File: src/sv/clas_pkg.sv
// ----------------------------------------------------------------------------
// clas_pkg
// Shared types, character codes and helpers for the argument splitter.
// ----------------------------------------------------------------------------
package clas_pkg;

    // Longest backslash run that is counted; longer runs lose backslashes.
    localparam int SLASH_COUNT_MAX = 31;
    localparam int SLASH_W         = $clog2(SLASH_COUNT_MAX + 1);

    localparam int QUEUE_DEPTH_DEF = 4;

    localparam int   CFG_AW        = 3;
    localparam logic REG_ARG_LIMIT = 1'b0;   // register index, paddr[2]
    localparam logic [7:0] ARG_LIMIT_RST = 8'd32;

    localparam logic [7:0] CH_SPACE  = 8'h20;
    localparam logic [7:0] CH_TAB    = 8'h09;
    localparam logic [7:0] CH_BSLASH = 8'h5C;
    localparam logic [7:0] CH_QUOTE  = 8'h22;

    localparam logic KIND_CHAR = 1'b0;
    localparam logic KIND_END  = 1'b1;

    typedef struct packed {
        logic [7:0] in_byte;
        logic       line_end;
    } t_in;

    typedef struct packed {
        logic       kind;
        logic [7:0] out_byte;
        logic [7:0] arg_index;
        logic       final_res;
    } t_res;

    typedef enum logic [1:0] {
        MODE_LEAD  = 2'd0,
        MODE_SEP   = 2'd1,
        MODE_TEXT  = 2'd2,
        MODE_SLASH = 2'd3
    } t_mode;

    typedef enum logic [2:0] {
        PH_IDLE  = 3'd0,
        PH_SEP   = 3'd1,
        PH_SLASH = 3'd2,
        PH_CHAR  = 3'd3,
        PH_END   = 3'd4
    } t_phase;

    // Work for one input byte, in emission order:
    // separator end, backslashes, one character, closing end mark.
    typedef struct packed {
        logic               sep_end;
        logic [SLASH_W-1:0] n_slash;
        logic               has_char;
        logic [7:0]         ch;
        logic               tail_end;
        logic               last;
        logic [7:0]         base_idx;
    } t_cmd;

    function automatic logic [7:0] sat_inc(logic [7:0] v);
        return (v == 8'hFF) ? v : v + 8'd1;
    endfunction

endpackage

File: src/sv/clas_front.sv
// ----------------------------------------------------------------------------
// clas_front
// Classifies each input byte against the quoting and backslash state and
// turns it into a work command for the emitter.
// ----------------------------------------------------------------------------
module clas_front
    import clas_pkg::*;
(
    input  logic i_clk,
    input  logic i_rst_n,
    input  logic i_in_valid,
    input  t_in  i_in_data,
    output logic o_in_stall,
    input  logic i_q_full,
    output logic o_push,
    output t_cmd o_cmd
);

    t_mode              r_mode;
    logic               r_quoted;
    logic [SLASH_W-1:0] r_sn;
    logic [7:0]         r_aidx;
    logic               r_lend;

    t_mode              w_mode_step;
    logic               w_q_step;
    logic [SLASH_W-1:0] w_sn_step;
    logic               w_flush;
    logic               w_lend_step;
    logic               w_accept;
    logic               w_blank;
    logic               w_bs;
    logic               w_qt;
    logic               w_sep;
    logic               w_do_text;
    t_cmd               w_cmd;
    logic [7:0]         c;
    logic               last;

    assign c       = i_in_data.in_byte;
    assign last    = i_in_data.line_end;
    assign w_blank = (c == CH_SPACE) || (c == CH_TAB);
    assign w_bs    = (c == CH_BSLASH);
    assign w_qt    = (c == CH_QUOTE);

    assign w_sep     = (r_mode == MODE_SEP) && !w_blank;
    assign w_do_text = ((r_mode == MODE_LEAD) && !w_blank) || w_sep ||
                       (r_mode == MODE_TEXT) ||
                       ((r_mode == MODE_SLASH) && !w_bs && !w_qt);

    assign o_in_stall = i_q_full;
    assign w_accept   = i_in_valid && !i_q_full;

    // next state
    always_comb begin
        w_mode_step = r_mode;
        w_q_step    = r_quoted;
        w_sn_step   = r_sn;
        unique case (r_mode)
            MODE_SLASH: begin
                if (w_bs) begin
                    if (r_sn != SLASH_W'(SLASH_COUNT_MAX))
                        w_sn_step = r_sn + SLASH_W'(1);
                end else if (w_qt) begin
                    if (!r_sn[0])
                        w_q_step = !r_quoted;
                    w_sn_step   = '0;
                    w_mode_step = MODE_TEXT;
                end else begin
                    w_sn_step = '0;
                end
            end
            default: ;
        endcase
        if (w_do_text) begin
            w_mode_step = MODE_TEXT;
            if (w_blank) begin
                if (!r_quoted)
                    w_mode_step = MODE_SEP;
            end else if (w_bs) begin
                w_mode_step = MODE_SLASH;
                w_sn_step   = SLASH_W'(1);
            end else if (w_qt) begin
                w_q_step = !r_quoted;
            end
        end
        // pending run at line end is copied as is
        w_flush = last && (w_mode_step == MODE_SLASH);
        if (w_flush)
            w_mode_step = MODE_TEXT;
    end

    // outputs
    always_comb begin
        w_cmd          = '0;
        w_cmd.ch       = c;
        w_cmd.base_idx = r_aidx;
        w_cmd.last     = last;
        w_cmd.sep_end  = w_sep;
        if ((r_mode == MODE_SLASH) && w_qt) begin
            w_cmd.n_slash = r_sn >> 1;
            if (r_sn[0]) begin
                w_cmd.has_char = 1'b1;
                w_cmd.ch       = CH_QUOTE;
            end
        end else if ((r_mode == MODE_SLASH) && !w_bs) begin
            w_cmd.n_slash = r_sn;
        end
        if (w_do_text) begin
            if (w_blank)
                w_cmd.has_char = r_quoted;
            else if (w_qt)
                w_cmd.tail_end = r_quoted && last;   // closing quote ends the line
            else if (!w_bs)
                w_cmd.has_char = 1'b1;
        end
        if (w_flush)
            w_cmd.n_slash = w_sn_step;

        if (w_cmd.tail_end)
            w_lend_step = 1'b1;
        else if (w_cmd.has_char || (w_cmd.n_slash != '0))
            w_lend_step = 1'b0;
        else if (w_cmd.sep_end)
            w_lend_step = 1'b1;
        else
            w_lend_step = r_lend;

        if (last && ((w_mode_step == MODE_SEP) || !w_lend_step || w_q_step))
            w_cmd.tail_end = 1'b1;
    end

    assign o_cmd  = w_cmd;
    assign o_push = w_accept && (w_cmd.sep_end || w_cmd.has_char || w_cmd.tail_end ||
                                 (w_cmd.n_slash != '0));

    always_ff @(posedge i_clk) begin
        if (!i_rst_n) begin
            r_mode   <= MODE_LEAD;
            r_quoted <= 1'b0;
            r_sn     <= '0;
            r_aidx   <= '0;
            r_lend   <= 1'b0;
        end else if (w_accept) begin
            if (last) begin
                r_mode   <= MODE_LEAD;
                r_quoted <= 1'b0;
                r_sn     <= '0;
                r_aidx   <= '0;
                r_lend   <= 1'b0;
            end else begin
                r_mode   <= w_mode_step;
                r_quoted <= w_q_step;
                r_sn     <= w_sn_step;
                r_aidx   <= w_sep ? sat_inc(r_aidx) : r_aidx;
                r_lend   <= w_lend_step;
            end
        end
    end

endmodule

File: src/sv/clas_queue.sv
// ----------------------------------------------------------------------------
// clas_queue
// Small command FIFO between the classifier and the emitter.
// ----------------------------------------------------------------------------
module clas_queue
    import clas_pkg::*;
#(
    parameter int DEPTH = QUEUE_DEPTH_DEF
) (
    input  logic i_clk,
    input  logic i_rst_n,
    input  logic i_push,
    input  t_cmd i_data,
    input  logic i_pop,
    output logic o_valid,
    output logic o_full,
    output t_cmd o_data
);

    localparam int PW = (DEPTH > 1) ? $clog2(DEPTH) : 1;
    localparam int CW = $clog2(DEPTH + 1);

    t_cmd          r_mem [DEPTH];
    logic [PW-1:0] r_wr;
    logic [PW-1:0] r_rd;
    logic [CW-1:0] r_count;

    function automatic logic [PW-1:0] ptr_inc(logic [PW-1:0] p);
        return (p == PW'(DEPTH - 1)) ? '0 : p + PW'(1);
    endfunction

    assign o_valid = (r_count != '0);
    assign o_full  = (r_count == CW'(DEPTH));
    assign o_data  = r_mem[r_rd];

    always_ff @(posedge i_clk) begin
        if (i_push)
            r_mem[r_wr] <= i_data;
    end

    always_ff @(posedge i_clk) begin
        if (!i_rst_n) begin
            r_wr    <= '0;
            r_rd    <= '0;
            r_count <= '0;
        end else begin
            if (i_push)
                r_wr <= ptr_inc(r_wr);
            if (i_pop)
                r_rd <= ptr_inc(r_rd);
            if (i_push && !i_pop)
                r_count <= r_count + CW'(1);
            else if (!i_push && i_pop)
                r_count <= r_count - CW'(1);
        end
    end

endmodule

File: src/sv/clas_back.sv
// ----------------------------------------------------------------------------
// clas_back
// Expands commands into result transactions, one per cycle unless stalled,
// applies the argument limit and drives the registered output.
// ----------------------------------------------------------------------------
module clas_back
    import clas_pkg::*;
(
    input  logic       i_clk,
    input  logic       i_rst_n,
    input  logic [7:0] i_arg_limit,
    input  logic       i_q_valid,
    input  t_cmd       i_q_cmd,
    output logic       o_pop,
    output logic       o_out_valid,
    output t_res       o_out_data,
    input  logic       i_out_stall
);

    t_phase             r_phase;
    t_cmd               r_cmd;
    logic [SLASH_W-1:0] r_cnt;
    logic [7:0]         r_idx;
    logic               r_out_valid;
    t_res               r_out;

    t_phase             n_phase;
    t_cmd               n_cmd;
    logic [SLASH_W-1:0] n_cnt;
    logic [7:0]         n_idx;

    logic   w_out_free;
    logic   w_act;
    t_phase w_nxt;
    logic   w_keep;
    logic   w_load;
    t_res   w_res;

    // first piece of work in c that comes after piece 'after'
    function automatic t_phase next_piece(t_cmd c, t_phase after);
        t_phase p;
        p = PH_IDLE;
        if ((after < PH_SEP) && c.sep_end)
            p = PH_SEP;
        else if ((after < PH_SLASH) && (c.n_slash != '0))
            p = PH_SLASH;
        else if ((after < PH_CHAR) && c.has_char)
            p = PH_CHAR;
        else if ((after < PH_END) && c.tail_end)
            p = PH_END;
        return p;
    endfunction

    assign w_out_free = !r_out_valid || !i_out_stall;
    assign w_act      = (r_phase != PH_IDLE) && w_out_free;
    assign w_nxt      = ((r_phase != PH_SLASH) || (r_cnt == SLASH_W'(1))) ?
                        next_piece(r_cmd, r_phase) : r_phase;
    assign o_pop      = i_q_valid && ((r_phase == PH_IDLE) || (w_act && (w_nxt == PH_IDLE)));

    // next state
    always_comb begin
        n_phase = r_phase;
        n_cmd   = r_cmd;
        n_cnt   = r_cnt;
        n_idx   = r_idx;
        if (w_act) begin
            n_phase = w_nxt;
            if (r_phase == PH_SLASH)
                n_cnt = r_cnt - SLASH_W'(1);
            if (r_phase == PH_SEP)
                n_idx = sat_inc(r_idx);
        end
        if (o_pop) begin
            n_cmd   = i_q_cmd;
            n_phase = next_piece(i_q_cmd, PH_IDLE);
            n_cnt   = i_q_cmd.n_slash;
            n_idx   = i_q_cmd.base_idx;
        end
    end

    // outputs
    always_comb begin
        w_keep          = ({1'b0, r_idx} + 9'd1) < {1'b0, i_arg_limit};
        w_res.arg_index = r_idx;
        w_res.final_res = 1'b0;
        w_res.kind      = KIND_END;
        w_res.out_byte  = 8'h00;
        unique case (r_phase)
            PH_SLASH: begin
                w_res.kind     = KIND_CHAR;
                w_res.out_byte = CH_BSLASH;
            end
            PH_CHAR: begin
                w_res.kind     = KIND_CHAR;
                w_res.out_byte = r_cmd.ch;
            end
            PH_END: begin
                w_res.final_res = r_cmd.last;
                // dropped last end mark is replaced by the terminator slot
                if (!w_keep)
                    w_res.arg_index = (i_arg_limit == 8'd0) ? 8'd0 : i_arg_limit - 8'd1;
            end
            default: ;
        endcase
        w_load = w_act && (w_keep || ((r_phase == PH_END) && r_cmd.last));
    end

    always_ff @(posedge i_clk) begin
        if (w_load)
            r_out <= w_res;
        r_cmd <= n_cmd;
        r_cnt <= n_cnt;
        r_idx <= n_idx;
    end

    always_ff @(posedge i_clk) begin
        if (!i_rst_n) begin
            r_phase     <= PH_IDLE;
            r_out_valid <= 1'b0;
        end else begin
            r_phase <= n_phase;
            if (w_load)
                r_out_valid <= 1'b1;
            else if (!i_out_stall)
                r_out_valid <= 1'b0;
        end
    end

    assign o_out_valid = r_out_valid;
    assign o_out_data  = r_out;

    a_slash_cnt: assert property (@(posedge i_clk) disable iff (!i_rst_n)
        (r_phase == PH_SLASH) |-> (r_cnt != '0))
        else $error("backslash phase with empty count");

    a_final_end: assert property (@(posedge i_clk) disable iff (!i_rst_n)
        (r_out_valid && r_out.final_res) |-> (r_out.kind == KIND_END) && (r_out.out_byte == 8'h00))
        else $error("final result is not an end mark");

    a_end_piece: assert property (@(posedge i_clk) disable iff (!i_rst_n)
        (r_phase == PH_END) |-> r_cmd.tail_end)
        else $error("end phase without end work");

endmodule

File: src/sv/command_line_argument_splitter_core.sv
// ----------------------------------------------------------------------------
// command_line_argument_splitter_core
// Splits a byte stream of command lines into argument characters and
// argument-end marks.
// ----------------------------------------------------------------------------
// Input channel: one command-line byte per transaction, line_end set on the
// last byte. Output channel: one result per transaction (character or end
// mark), final_res set on the last result of the line. Both use valid/stall.
// Configuration: arg_limit at APB address 0; write only while idle.
// Path of a byte: command queue, emitter command register, output register.
// Throughput: the emitter produces one result per cycle while the receiver
// does not stall; a byte that yields no result costs one input cycle only.
// A byte closing a backslash run emits up to SLASH_COUNT_MAX + 2 results.
// Bytes keep being accepted until the QUEUE_DEPTH-entry command queue fills;
// then the input is stalled. Receiver stall holds the output register and,
// through the queue, eventually the input.
// Reset: synchronous, active low; arg_limit returns to 32, parser state,
// queue and output are cleared.
// ----------------------------------------------------------------------------
module command_line_argument_splitter_core
    import clas_pkg::*;
#(
    parameter int QUEUE_DEPTH = QUEUE_DEPTH_DEF
) (
    input  logic              i_clk,
    input  logic              i_rst_n,
    input  logic              i_in_valid,
    input  t_in               i_in_data,
    output logic              o_in_stall,
    output logic              o_out_valid,
    output t_res              o_out_data,
    input  logic              i_out_stall,
    input  logic              psel,
    input  logic              penable,
    input  logic              pwrite,
    input  logic [CFG_AW-1:0] paddr,
    input  logic [31:0]       pwdata,
    output logic [31:0]       prdata,
    output logic              pready
);

    logic [7:0] r_arg_limit;
    logic       w_push;
    logic       w_pop;
    logic       w_q_valid;
    logic       w_q_full;
    t_cmd       w_push_cmd;
    t_cmd       w_q_cmd;

    assign pready = 1'b1;
    assign prdata = (paddr[2] == REG_ARG_LIMIT) ? {24'h0, r_arg_limit} : 32'h0;

    always_ff @(posedge i_clk) begin
        if (!i_rst_n)
            r_arg_limit <= ARG_LIMIT_RST;
        else if (psel && penable && pwrite && pready && (paddr[2] == REG_ARG_LIMIT))
            r_arg_limit <= pwdata[7:0];
    end

    clas_front u_front (
        .i_clk      (i_clk),
        .i_rst_n    (i_rst_n),
        .i_in_valid (i_in_valid),
        .i_in_data  (i_in_data),
        .o_in_stall (o_in_stall),
        .i_q_full   (w_q_full),
        .o_push     (w_push),
        .o_cmd      (w_push_cmd)
    );

    clas_queue #(
        .DEPTH (QUEUE_DEPTH)
    ) u_queue (
        .i_clk   (i_clk),
        .i_rst_n (i_rst_n),
        .i_push  (w_push),
        .i_data  (w_push_cmd),
        .i_pop   (w_pop),
        .o_valid (w_q_valid),
        .o_full  (w_q_full),
        .o_data  (w_q_cmd)
    );

    clas_back u_back (
        .i_clk       (i_clk),
        .i_rst_n     (i_rst_n),
        .i_arg_limit (r_arg_limit),
        .i_q_valid   (w_q_valid),
        .i_q_cmd     (w_q_cmd),
        .o_pop       (w_pop),
        .o_out_valid (o_out_valid),
        .o_out_data  (o_out_data),
        .i_out_stall (i_out_stall)
    );

endmodule

File: config.mk
export PLATFORM = sky130hd
export DESIGN_NAME = command_line_argument_splitter_core
export DESIGN_NICKNAME = d
export VERILOG_FILES = /design/src/sv/clas_pkg.sv /design/src/sv/clas_front.sv /design/src/sv/clas_queue.sv /design/src/sv/clas_back.sv /design/src/sv/command_line_argument_splitter_core.sv
export SDC_FILE = /design/constraint.sdc
export NUM_CORES = 1
export LEC_CHECK = 0
export BUFFER_PORTS_ARGS = -buffer_cell sky130_fd_sc_hd__buf_2
export CORE_UTILIZATION = 60
export CTS_CLUSTER_DIAMETER = 80
export DETAILED_ROUTE_END_ITERATION = 10
export PLACE_DENSITY = 0.85
export SETUP_SLACK_MARGIN = 0.2
export SLEW_MARGIN = 20
export SYNTH_ARGS = -nofsm -noshare
export SYNTH_HDL_FRONTEND = slang
export SYNTH_SLANG_ARGS = --single-unit
File: constraint.sdc
create_clock -name i_clk -period 6.6 [get_ports i_clk]
set_clock_uncertainty 0.15 [all_clocks]
set_input_delay 0.33 -clock i_clk [delete_from_list [all_inputs] [get_ports i_clk]]
set_output_delay 0.33 -clock i_clk [all_outputs]
set_load 0.01 [all_outputs]
==> results.toml, run 1 <==
[floorplan]
rows = 43
die_area_um2 = 14800
initial_core_util_pct = 61.7
io-pin-count = 104
die_w_um = 122
die_y_um = 122
core_area_um2 = 13900

[finish]
stdcell_count = 909
diodes = 0
layout_commonest_cell = "edfxtp_1"
fill_cells = 936
layout_common_cells = "edfxtp_1, nor2_1, buf_2"
nets = 787
area_delta_synth_final_pct = 10.5
drive_above_1_share_pct = 19.5

[yosys]
synth_cell_type_count = 67
synth_cells = 674
synth_flop_cell = "edfxtp_1"
syn_area_um2 = 8590
yosys_warnings = 0
synth_edf_count = 147
async_reset_ff_share_pct = 0
yosysSeqAreaShare_pct = 60.2
syn_avg_cell_area_um2 = 12.7
ys_ff_latch = 185

[timing]
hold_violations = 0
rsz0062_at_grt = "no"
relSlewSlack_pct = 27.6
tns_ns = 0
slew_viol_final = 0
tightestPinTransition_ns = 1.09
fmax_mhz = 236
period_needed_ns = 4.23
period_share_pct = 64.1
setup_viol = 0

[global_route]
grt.overflow.total = 0
grt_pass1_vias = 5389
grt_start_max_net_pins = 33
grt_pass1_wl_um = 27800
grt.total_usage_pct = 25.1
antenna_found_initial = 0

[clock_network]
cts_sinks = 185
clock_latency_ns = 0.43
htreeDepth = 4
clockRootBuffer = "clkbuf_16"
cts_tree = "yes"
cts_made_buffers = 17
cts_resized = 0
cts_buffer_depth = 2
clkTransAtPathRegs_ns = 0.07

[status]
status = "complete, no violations"

[route]
route.vias.total = 5518
vias_per_cell = 6.07
drc = 0
routed_wl_um = 17600
first_iter_violations = 403
dr.pass1.iters = 6
wl_per_cell_um = 19.3
ant_nets = 0

[critical_path]
path_delay_family = "compound AO/OA/AOI/OAI gates"
cp_num_buf_inv = 1
critPathRequiredTime_ns = 6.79
crit_arrival_ns = 4.42
cp-start-kind = "flip-flop"
crit_path_cell_trace = "ha_1 > nand4_1 > a2111oi_0 > a221o_1 > nor4_2 > a31oi_1 > ha_1 > inv_1 > fa_1 > xor2_1 > or3_1 > a21boi_0"
critPathKind = "reg -> reg"
critPathMaxStageDelay_ns = 0.52
crit_slowest_cell = "dfxtp_1"
end_kind = "flip-flop"
crit_fanout = 10
crit_path_frequent_cell = "ha_1"

[pwr]
ir_worst_vdd_mv = 0.264
power.leakage_nw = 3.38
powerDensity_nw_per_um2 = 403

[flow_run]
maxCapViolations = 0

[place]
gp_congestion = 0.875
dp_hpwl_um = 11300
io_buffers = 52
dpl.cell_count = 875

[hold_path]
hp-class = "in -> reg"
[path summary, 6_finish.rpt]
path	startpoint	end	slack [ns]	cells past startpoint
worst max-delay path	u_front.r_sn[0]	u_queue.r_count[2]	2.37	12
worst min-delay path	pwdata[6]	r_arg_limit[6]	0.01	3
worst min register to register	r_arg_limit[7]	r_arg_limit[7]	0.33	2
worst max register to register	u_front.r_sn[0]	u_queue.r_count[2]	2.37	12
[cell type report]
class                   count  area, um2  share of cell area, %
repair buffers             62        340                   3.58
flip-flops and latches    185       5170                   54.5
multi-input cells         419       3060                   32.3
clock buffers              17        425                   4.48
well taps                 180        225                   2.37
inverters                  31        116                   1.23
clock inverters            15        151                   1.59
[flip-flops by register name, indices dropped and copies added, names as in the netlist, named ones only]
| name | flops |
|---|---|
| u_queue.r_mem | 100 |
| u_back.o_out_data | 18 |
| u_back.r_cmd | 16 |
| r_arg_limit | 8 |
| u_back.r_idx | 8 |
| u_front.r_aidx | 8 |
| u_back.r_cnt | 5 |
| u_front.r_sn | 5 |
| u_back.r_phase | 3 |
| u_queue.r_count | 3 |
| u_front.r_mode | 2 |
| u_queue.r_rd | 2 |
| u_queue.r_wr | 2 |
| u_back.o_out_valid | 1 |
| u_front.r_lend | 1 |
| u_front.r_quoted | 1 |
[stage by stage]
step | util [%] | instance area, um2 | power [mW] | worst slack, ns | hold slack (ns)
finish | 68.2 | 9500 | 3.83 | 2.37 | 0.0121
global route | 68.2 | 9500 | 4.01 | 2.06 | 0.0138
CTS | 68.2 | 9500 | 3.84 | 2.41 | 0.000536
detailed placement | 63.9 | 8900 | 2.83 | 2.65 | 0.329
global placement | 63.9 | 8900 | 2.74 | 2.76 | 0.318
floorplan | - | 8680 | 2.53 | 3.23 | 0.279
[Yosys cell counts, types with 3 or more instances]
master,n,area [um2]
nand4_1,7,43.8
buf_2,6,30.0
and3_1,10,62.6
dfxtp_1,38,761
o32ai_1,3,26.3
mux4_2,25,563
nor2b_1,12,75.1
clkbuf_1,29,109
a21oi_1,33,165
nor3_1,20,100
ha_1,19,238
nand3_1,21,105
mux2_2,14,158
a21boi_0,13,97.6
nor3b_1,3,22.5
a22oi_1,5,37.5
nor2_1,52,195
nand2_1,47,176
and2_1,11,68.8
o21ai_0,17,85.1
xnor2_1,14,123
inv_1,31,116
mux2i_1,5,50.1
or3_1,3,18.8
buf_4,25,188
xor2_1,5,43.8
edfxtp_1,147,4410
o211ai_1,4,30.0
[worst register-to-register path: cells and delay by family, from the launching register on]
family                     cells  cell delay, ns
adders and majority gates      3            0.99
AOI/OAI and AO/OA              4            1.50
DFF                            1            0.52
buffers and inverters          1            0.07
and+or+nand+nor                3            0.73
xor gates and xnor gates       1            0.17
[what timing repair did]
action                                  4_1_cts  5_1_grt
buffers inserted                              0        0
hold buffers                                  2        0
hold endpoints to repair                      2        0
endpoints found under the setup margin        0        0
[power by group]
group          switching [mW]  internal (mW)
combinational           0.592          0.465
sequential              0.155           1.63
clock                   0.434          0.558
[kinds of logic after synthesis]
| logic type | count (synthesis) | synth area share, % |
|---|---|---|
| DFF | 185 | 60.2 |
| muxes | 44 | 8.97 |
| xor gates and xnor gates | 19 | 1.94 |
| adders and majority gates | 20 | 3.00 |
| buffers and inverters | 93 | 5.33 |
| AOI/OAI and AO/OA | 103 | 7.97 |
| and+or+nand+nor | 208 | 12.5 |
| other | 2 | 0.0874 |
[per-layer routing]
layer | vias up | GRT usage (%) | share of wire [%]
li1 | 2536 | - | -
met1 | 2700 | 31.2 | 41
met2 | 240 | 42.9 | 51
met3 | 42 | 5.29 | 5.9
met4 | 0 | 10.1 | 2.4
met5 | - | 0 | 0
(Power assumes the default switching activity.)
==> run 2, diff against run 1 <==
ABC_AREA = 1   (was not set)
CORE_UTILIZATION = 53   (was 60)
PLACE_DENSITY = 0.8   (was 0.85)
clock period = 3.75 ns   (was 6.6 ns; I/O delays follow)
==> run 2 against run 1 <==
  * Sequential cell count up 1
  * Power up 73%
  * Cell count grew 31%
  * First-iteration DRC count increased by 9.4%
  * Design area increased by 5.2%
  * Sequential share of layout area decreased by 2.4 points
  * Non-clock buffer count increased by 31
  * Clock power is 72% higher
  * Routed wire length is 1.5% lower
  * Sequential power up 68%
  * Setup slack lost 1.9 ns
  * Global-route usage fell by 3.0 points
  * Critical path type is now in -> reg
==> results.toml, run 2 <==
[status]
status = "complete, no violations"

[timing]
setup_viol = 0
tightestPinTransition_ns = 0.680
tns_ns = 0
rsz0062_at_grt = "no"
fmax_mhz = 301
slew_viol_final = 0
period_needed_ns = 3.32
period_share_pct = 88.6
relSlewSlack_pct = 54.2
setup_ws_ns = 0.429
hold_violations = 0

[route]
wl_per_cell_um = 14.5
vias_per_cell = 5.23
ant_nets = 0
drc = 0
dr.pass1.iters = 5
route.vias.total = 6226
routed_wl_um = 17300
first_iter_violations = 441

[yosys]
synth_area_leaders = "edfxtp_1, dfxtp_1, nand2_1, o21ai_0, nor2_1"
synth_cell_type_count = 43
synth_top_area_cell = "edfxtp_1"
ys_ff_latch = 186
syn_area_um2 = 8720
async_reset_ff_share_pct = 0
synth_cells = 886
synth.top_cells.by_count = "edfxtp_1, nand2_1, nor2_1"
syn_avg_cell_area_um2 = 9.84
synth.most_common_cell = "edfxtp_1"
yosysSeqAreaShare_pct = 59.7
yosys_warnings = 0
synth_edf_count = 148
yosysTopAreaCellShare_pct = 51.0
synth_flop_cell = "edfxtp_1"

[pwr]
powerDensity_nw_per_um2 = 662
power.leakage_nw = 4.10
combPwrFrac_pct = 29.1
power_frac_seq_pct = 45.1
clkPwrFrac_pct = 25.8
swShare_pct = 33.7
switchingPower_mw = 2.23
ir_worst_vdd_mv = 0.455
p_int_mw = 4.39
power.total_mw = 6.62

[place]
gp_congestion = 0.935
dpl.cell_count = 1132
pre_cts_slack_ns = 0.310
io_buffers = 52
dp_hpwl_um = 10900

[clock_network]
htreeDepth = 4
clock_latency_ns = 0.45
cts_made_buffers = 17
clockRootBuffer = "clkbuf_16"
cts_sinks = 186
cts_tree = "yes"
clkTransAtPathRegs_ns = 0.06
cts_buffer_depth = 2

[flow_run]
maxCapViolations = 0

[floorplan]
initial_core_util_pct = 54.7
die_w_um = 130
io-pin-count = 104
die_area_um2 = 17000
die_y_um = 130
core_area_um2 = 15900
rows = 46

[finish]
multiInputGateArea_um2 = 2940
regMostFlops = "u_queue.r_mem"
layout_common_cells = "edfxtp_1, nand2_1, inv_1"
area_delta_synth_final_pct = 14.6
nets = 1033
largest_reg_flops = 100
diodes = 0
stdcell_count = 1191
seq_area_um2 = 5210
drive_above_1_share_pct = 15.2
postLayoutCoreUtil_pct = 62.7
fill_cells = 1254
layout_commonest_cell = "edfxtp_1"

[global_route]
grt.overflow.total = 0
grt_pass1_vias = 5753
grt_pass1_wl_um = 27700
antenna_found_initial = 1
grt_start_max_net_pins = 35
grt.total_usage_pct = 22.1

[critical_path]
crit_arrival_ns = 3.50
rr_worst_depth = 19
crit_fanout = 9
end_kind = "flip-flop"
critPathKind = "in -> reg"
cp-start-kind = "input port"
critPathRequiredTime_ns = 3.93

[hold_path]
min_path_cells = 3
hp-class = "in -> reg"
-- run 2: cell types whose count changed in the layout (fill, tap and decap cells not counted), moves of 12 or more --
cell	previous run	this run
nor2_1	52	97
dlygate4sd3_1	2	20
buf_4	8	21
xnor2_1	14	2
mux2_2	14	0
nand2_1	47	143
o22ai_1	1	18
nor2b_1	12	0
mux4_2	25	0
inv_1	31	98
o21ai_0	17	74
-- run 2: path summary, 6_finish.rpt --
| kind | to | startpoint | slack (ns) |
|---|---|---|---|
| worst max-delay path | u_queue.r_count[1] | i_in_data[3] | 0.43 |
| worst min-delay path | u_queue.r_wr[0] | i_rst_n | 0.05 |
| worst max register to register | u_queue.r_count[1] | u_front.r_sn[1] | 0.49 |
| worst min register to register | u_front.r_lend | u_front.r_lend | 0.33 |
-- run 2: cell type report --
cell class | count | area share, %
clock inverters | 14 | 1.35
multi-input cells | 559 | 29.4
repair buffers | 93 | 6.21
well taps | 216 | 2.71
inverters | 105 | 3.94
flip-flops and latches | 186 | 52.1
clock buffers | 18 | 4.30
-- run 2: critical path, cell delays in order --
cell	delay [ns]
dlygate4sd3_1	0.52
buf_2	0.16
inv_1	0.07
nand2_1	0.09
nor3_2	0.13
nand2_2	0.15
nand2_4	0.16
nand2_8	0.08
inv_2	0.12
o21bai_1	0.11
nand2_1	0.08
nand2_2	0.07
nor2_2	0.14
nand4_1	0.14
nand2_2	0.12
nand3_4	0.11
nand2_4	0.11
inv_1	0.05
ha_1	0.19
inv_2	0.07
fa_2	0.43
o21ai_1	0.13
a21oi_1	0.05
-- run 2: kinds of logic (layout without fill, tap and decap cells) --
| family | count (synthesis) | count (layout) | share of synthesized area, % |
|---|---|---|---|
| flops | 186 | 186 | 59.7 |
| compound gates | 166 | 166 | 10.6 |
| other cells | 2 | 25 | 0.0862 |
| buf+inv | 164 | 230 | 8.30 |
| xor+xnor | 18 | 18 | 1.81 |
| fa+ha+maj | 20 | 20 | 2.96 |
| simple gates | 330 | 330 | 16.5 |
-- run 2: through the flow --
step,instance area (um2),hold slack [ns]
5_1_grt,9990,0.0564
4_1_cts,9880,0.0175
3_5_place_dp,9120,0.262
2_1_floorplan,8800,0.136
6_report,9990,0.0478
3_3_place_gp,9120,0.269
-- run 2: repair_timing --
item                                    in CTS  in global routing
buffers inserted                             0                  7
endpoints found under the hold margin       45                  0
resized for setup                            0                 20
hold buffers                                20                  0
endpoints found under the setup margin       0                 20
-- run 2: power groups by stage --
stage	clock, mW	combinational, mW	sequential, mW
detailed placement	0	1.86	3.03
finish	1.71	1.92	2.99
global placement	0	1.80	3.02
CTS	1.74	1.90	2.99
floorplan	0	1.33	3.03
global route	1.81	2.20	3.03
-- run 2: metal layers --
layer / routed length, um / GRT usage [%] / part of all wire, % / up-vias
li1: - / - / - / 3108
met1: 7540 / 26.9 / 44 / 2884
met2: 8380 / 37.1 / 48 / 213
met3: 1090 / 6.11 / 6.3 / 19
met4: 278 / 9.17 / 1.6 / 2
met5: 10 / 0 / 0.058 / -
==> run 3, diff against run 2 <==
PLACE_DENSITY = 0.87   (was 0.8)
==> run 3 against run 2 <==
  * Register-to-register slack is essentially flat
  * Count of clock-buffer cells in the layout increased by 6
  * Die area stayed put
  * Critical path depth rose by 4
  * Non-clock buffer count decreased by 6
  * Sequential share of layout area hardly changed
  * Clock power is 6% higher
  * Global-route usage rose by 1.4 points
  * Highest routed layer is now met4
==> results.toml, run 3 (synthesis results as in run 2) <==
[status]
status = "complete, no violations"

[route]
drc = 0
wl_per_cell_um = 15.9
route.vias.total = 6409
first_iter_violations = 594
vias_per_cell = 5.41
routed_wl_um = 18900
ant_nets = 0
dr.pass1.iters = 7

[pwr]
ir_worst_vdd_mv = 0.403
power.leakage_nw = 4.11
power.total_mw = 6.79
powerDensity_nw_per_um2 = 679

[hold_path]
worstHoldEndpoint = "u_back.o_out_valid"
hp-class = "in -> reg"
hold_path_startpoint = "i_out_stall"
min_path_cells = 3

[flow_run]
maxCapViolations = 0

[floorplan]
die_y_um = 130
initial_core_util_pct = 54.7
rows = 46
die_area_um2 = 17000
io-pin-count = 104
die_w_um = 130
core_area_um2 = 15900

[timing]
setup_viol = 0
rsz0062_at_grt = "no"
period_needed_ns = 3.33
slew_viol_final = 0
fmax_mhz = 300
period_share_pct = 88.9
tns_ns = 0
tightestPinTransition_ns = 0.946
hold_violations = 0
relSlewSlack_pct = 36.8

[clock_network]
cts_buffer_depth = 2
cts_sinks = 186
cts_made_buffers = 17
htreeDepth = 4
cts_tree = "yes"
clkTransAtPathRegs_ns = 0.06
clock_latency_ns = 0.43
clockRootBuffer = "clkbuf_16"

[global_route]
grt_pass1_vias = 6179
grt.overflow.total = 0
grt_pass1_wl_um = 30000
grt.total_usage_pct = 23.5
antenna_found_initial = 0
grt_start_max_net_pins = 51

[critical_path]
path_delay_family = "simple AND/OR/NAND/NOR gates"
reg2reg_from = "u_front.r_mode[0]"
cp-start-kind = "input port"
crit_path_frequent_cell = "nand2_2"
r2r_end = "u_queue.r_count[2]"
end_kind = "flip-flop"
crit_fanout = 9
critPathMaxStageDelay_ns = 0.53
critPathKind = "in -> reg"
crit_arrival_ns = 3.49
rr_worst_depth = 21
crit_slowest_cell = "dlygate4sd3_1"
critPathRequiredTime_ns = 3.91
cp_num_buf_inv = 6
rrSetupSlack_ns = 0.50

[place]
dp_hpwl_um = 11900
io_buffers = 52
gp_congestion = 0.920

[finish]
drive_above_1_share_pct = 14.4
postLayoutCoreUtil_pct = 62.7
fill_cells = 1193
layout_common_cells = "edfxtp_1, nand2_1, inv_1"
diodes = 0
largest_reg_flops = 100
regMostFlops = "u_queue.r_mem"
layout_commonest_cell = "edfxtp_1"
area_delta_synth_final_pct = 14.7
nets = 1027
-- run 3: changes by cell type in the layout (fill, tap and decap cells not counted), sizes merged --
cell,previous run,this run
buf,72,70
bufinv,1,3
clkbuf,19,24
clkinv,4,3
clkinvlp,3,1
dlygate4sd3,20,17
inv,111,106
-- run 3: final cells by class --
| type | count | area (um2) | share of cell area [%] |
|---|---|---|---|
| sequential | 186 | 5210 | 52.1 |
| multi-input combinational | 559 | 2940 | 29.4 |
| timing repair buffer | 87 | 593 | 5.93 |
| clock buffer | 24 | 472 | 4.72 |
| inverter | 105 | 397 | 3.97 |
| tap | 216 | 270 | 2.70 |
| clock inverter | 8 | 121 | 1.21 |
-- run 3: how the worst max path moves through the flow --
stage                                  from             endpoint  depth (start not counted)
after floorplan           u_front.r_mode[0]  u_queue.r_mem[0][0]                         14
after global placement      u_front.r_sn[1]   u_queue.r_count[1]                         19
after detailed placement       i_in_data[2]   u_queue.r_count[2]                         23
after CTS                      i_in_data[8]   u_queue.r_count[1]                         23
after global routing           i_in_data[8]   u_queue.r_count[1]                         25
final                          i_in_data[8]   u_queue.r_count[2]                         27
-- run 3: worst reg2reg max path, cell delays in order, from the launching register on --
cell,delay [ns]
dfxtp_1,0.39
nand2_2,0.21
nor2_4,0.21
nand2_4,0.10
nand2_4,0.14
inv_4,0.07
o21bai_4,0.13
nand2_1,0.08
nand2_2,0.13
nor2_2,0.06
nand4_1,0.09
nand2_2,0.08
nand3_4,0.11
nand2_4,0.06
inv_1,0.08
ha_1,0.14
inv_1,0.06
fa_1,0.38
a21oi_1,0.14
o21ai_0,0.11
o21ai_0,0.16
a21oi_1,0.06
-- run 3: through the flow --
step                instance area [um2]  hold WS (ns)  worst slack [ns]  std cells
finish                            10000       0.00713             0.417       1185
global route                      10000        0.0245             0.220       1185
CTS                                9920       0.00259             0.231       1183
detailed placement                 9160         0.262             0.307       1134
global placement                   9160         0.266             0.358       1134
floorplan                          8800         0.136             0.458        909
-- run 3: per-layer routing --
layer  vias up  global-route usage (%)  wire, um
met5         -                       0         0
met4         0                    9.99       427
met3        40                    5.04      1240
met2       285                    41.4      9590
met1      2994                    27.7      7600
li1       3090                       -         -
-- run 3: where the power goes --
group	internal, mW	total (mW)	switching (mW)
Sequential	2.82	2.99	0.168
Combinational	0.639	1.98	1.34
Clock	1.08	1.82	0.739
-- run 3: what timing repair did --
item,CTS,global route
setup buffers,0,2
endpoints found under the setup margin,0,2
hold buffers,17,0
endpoints found under the hold margin,44,0
gates resized for setup,0,17
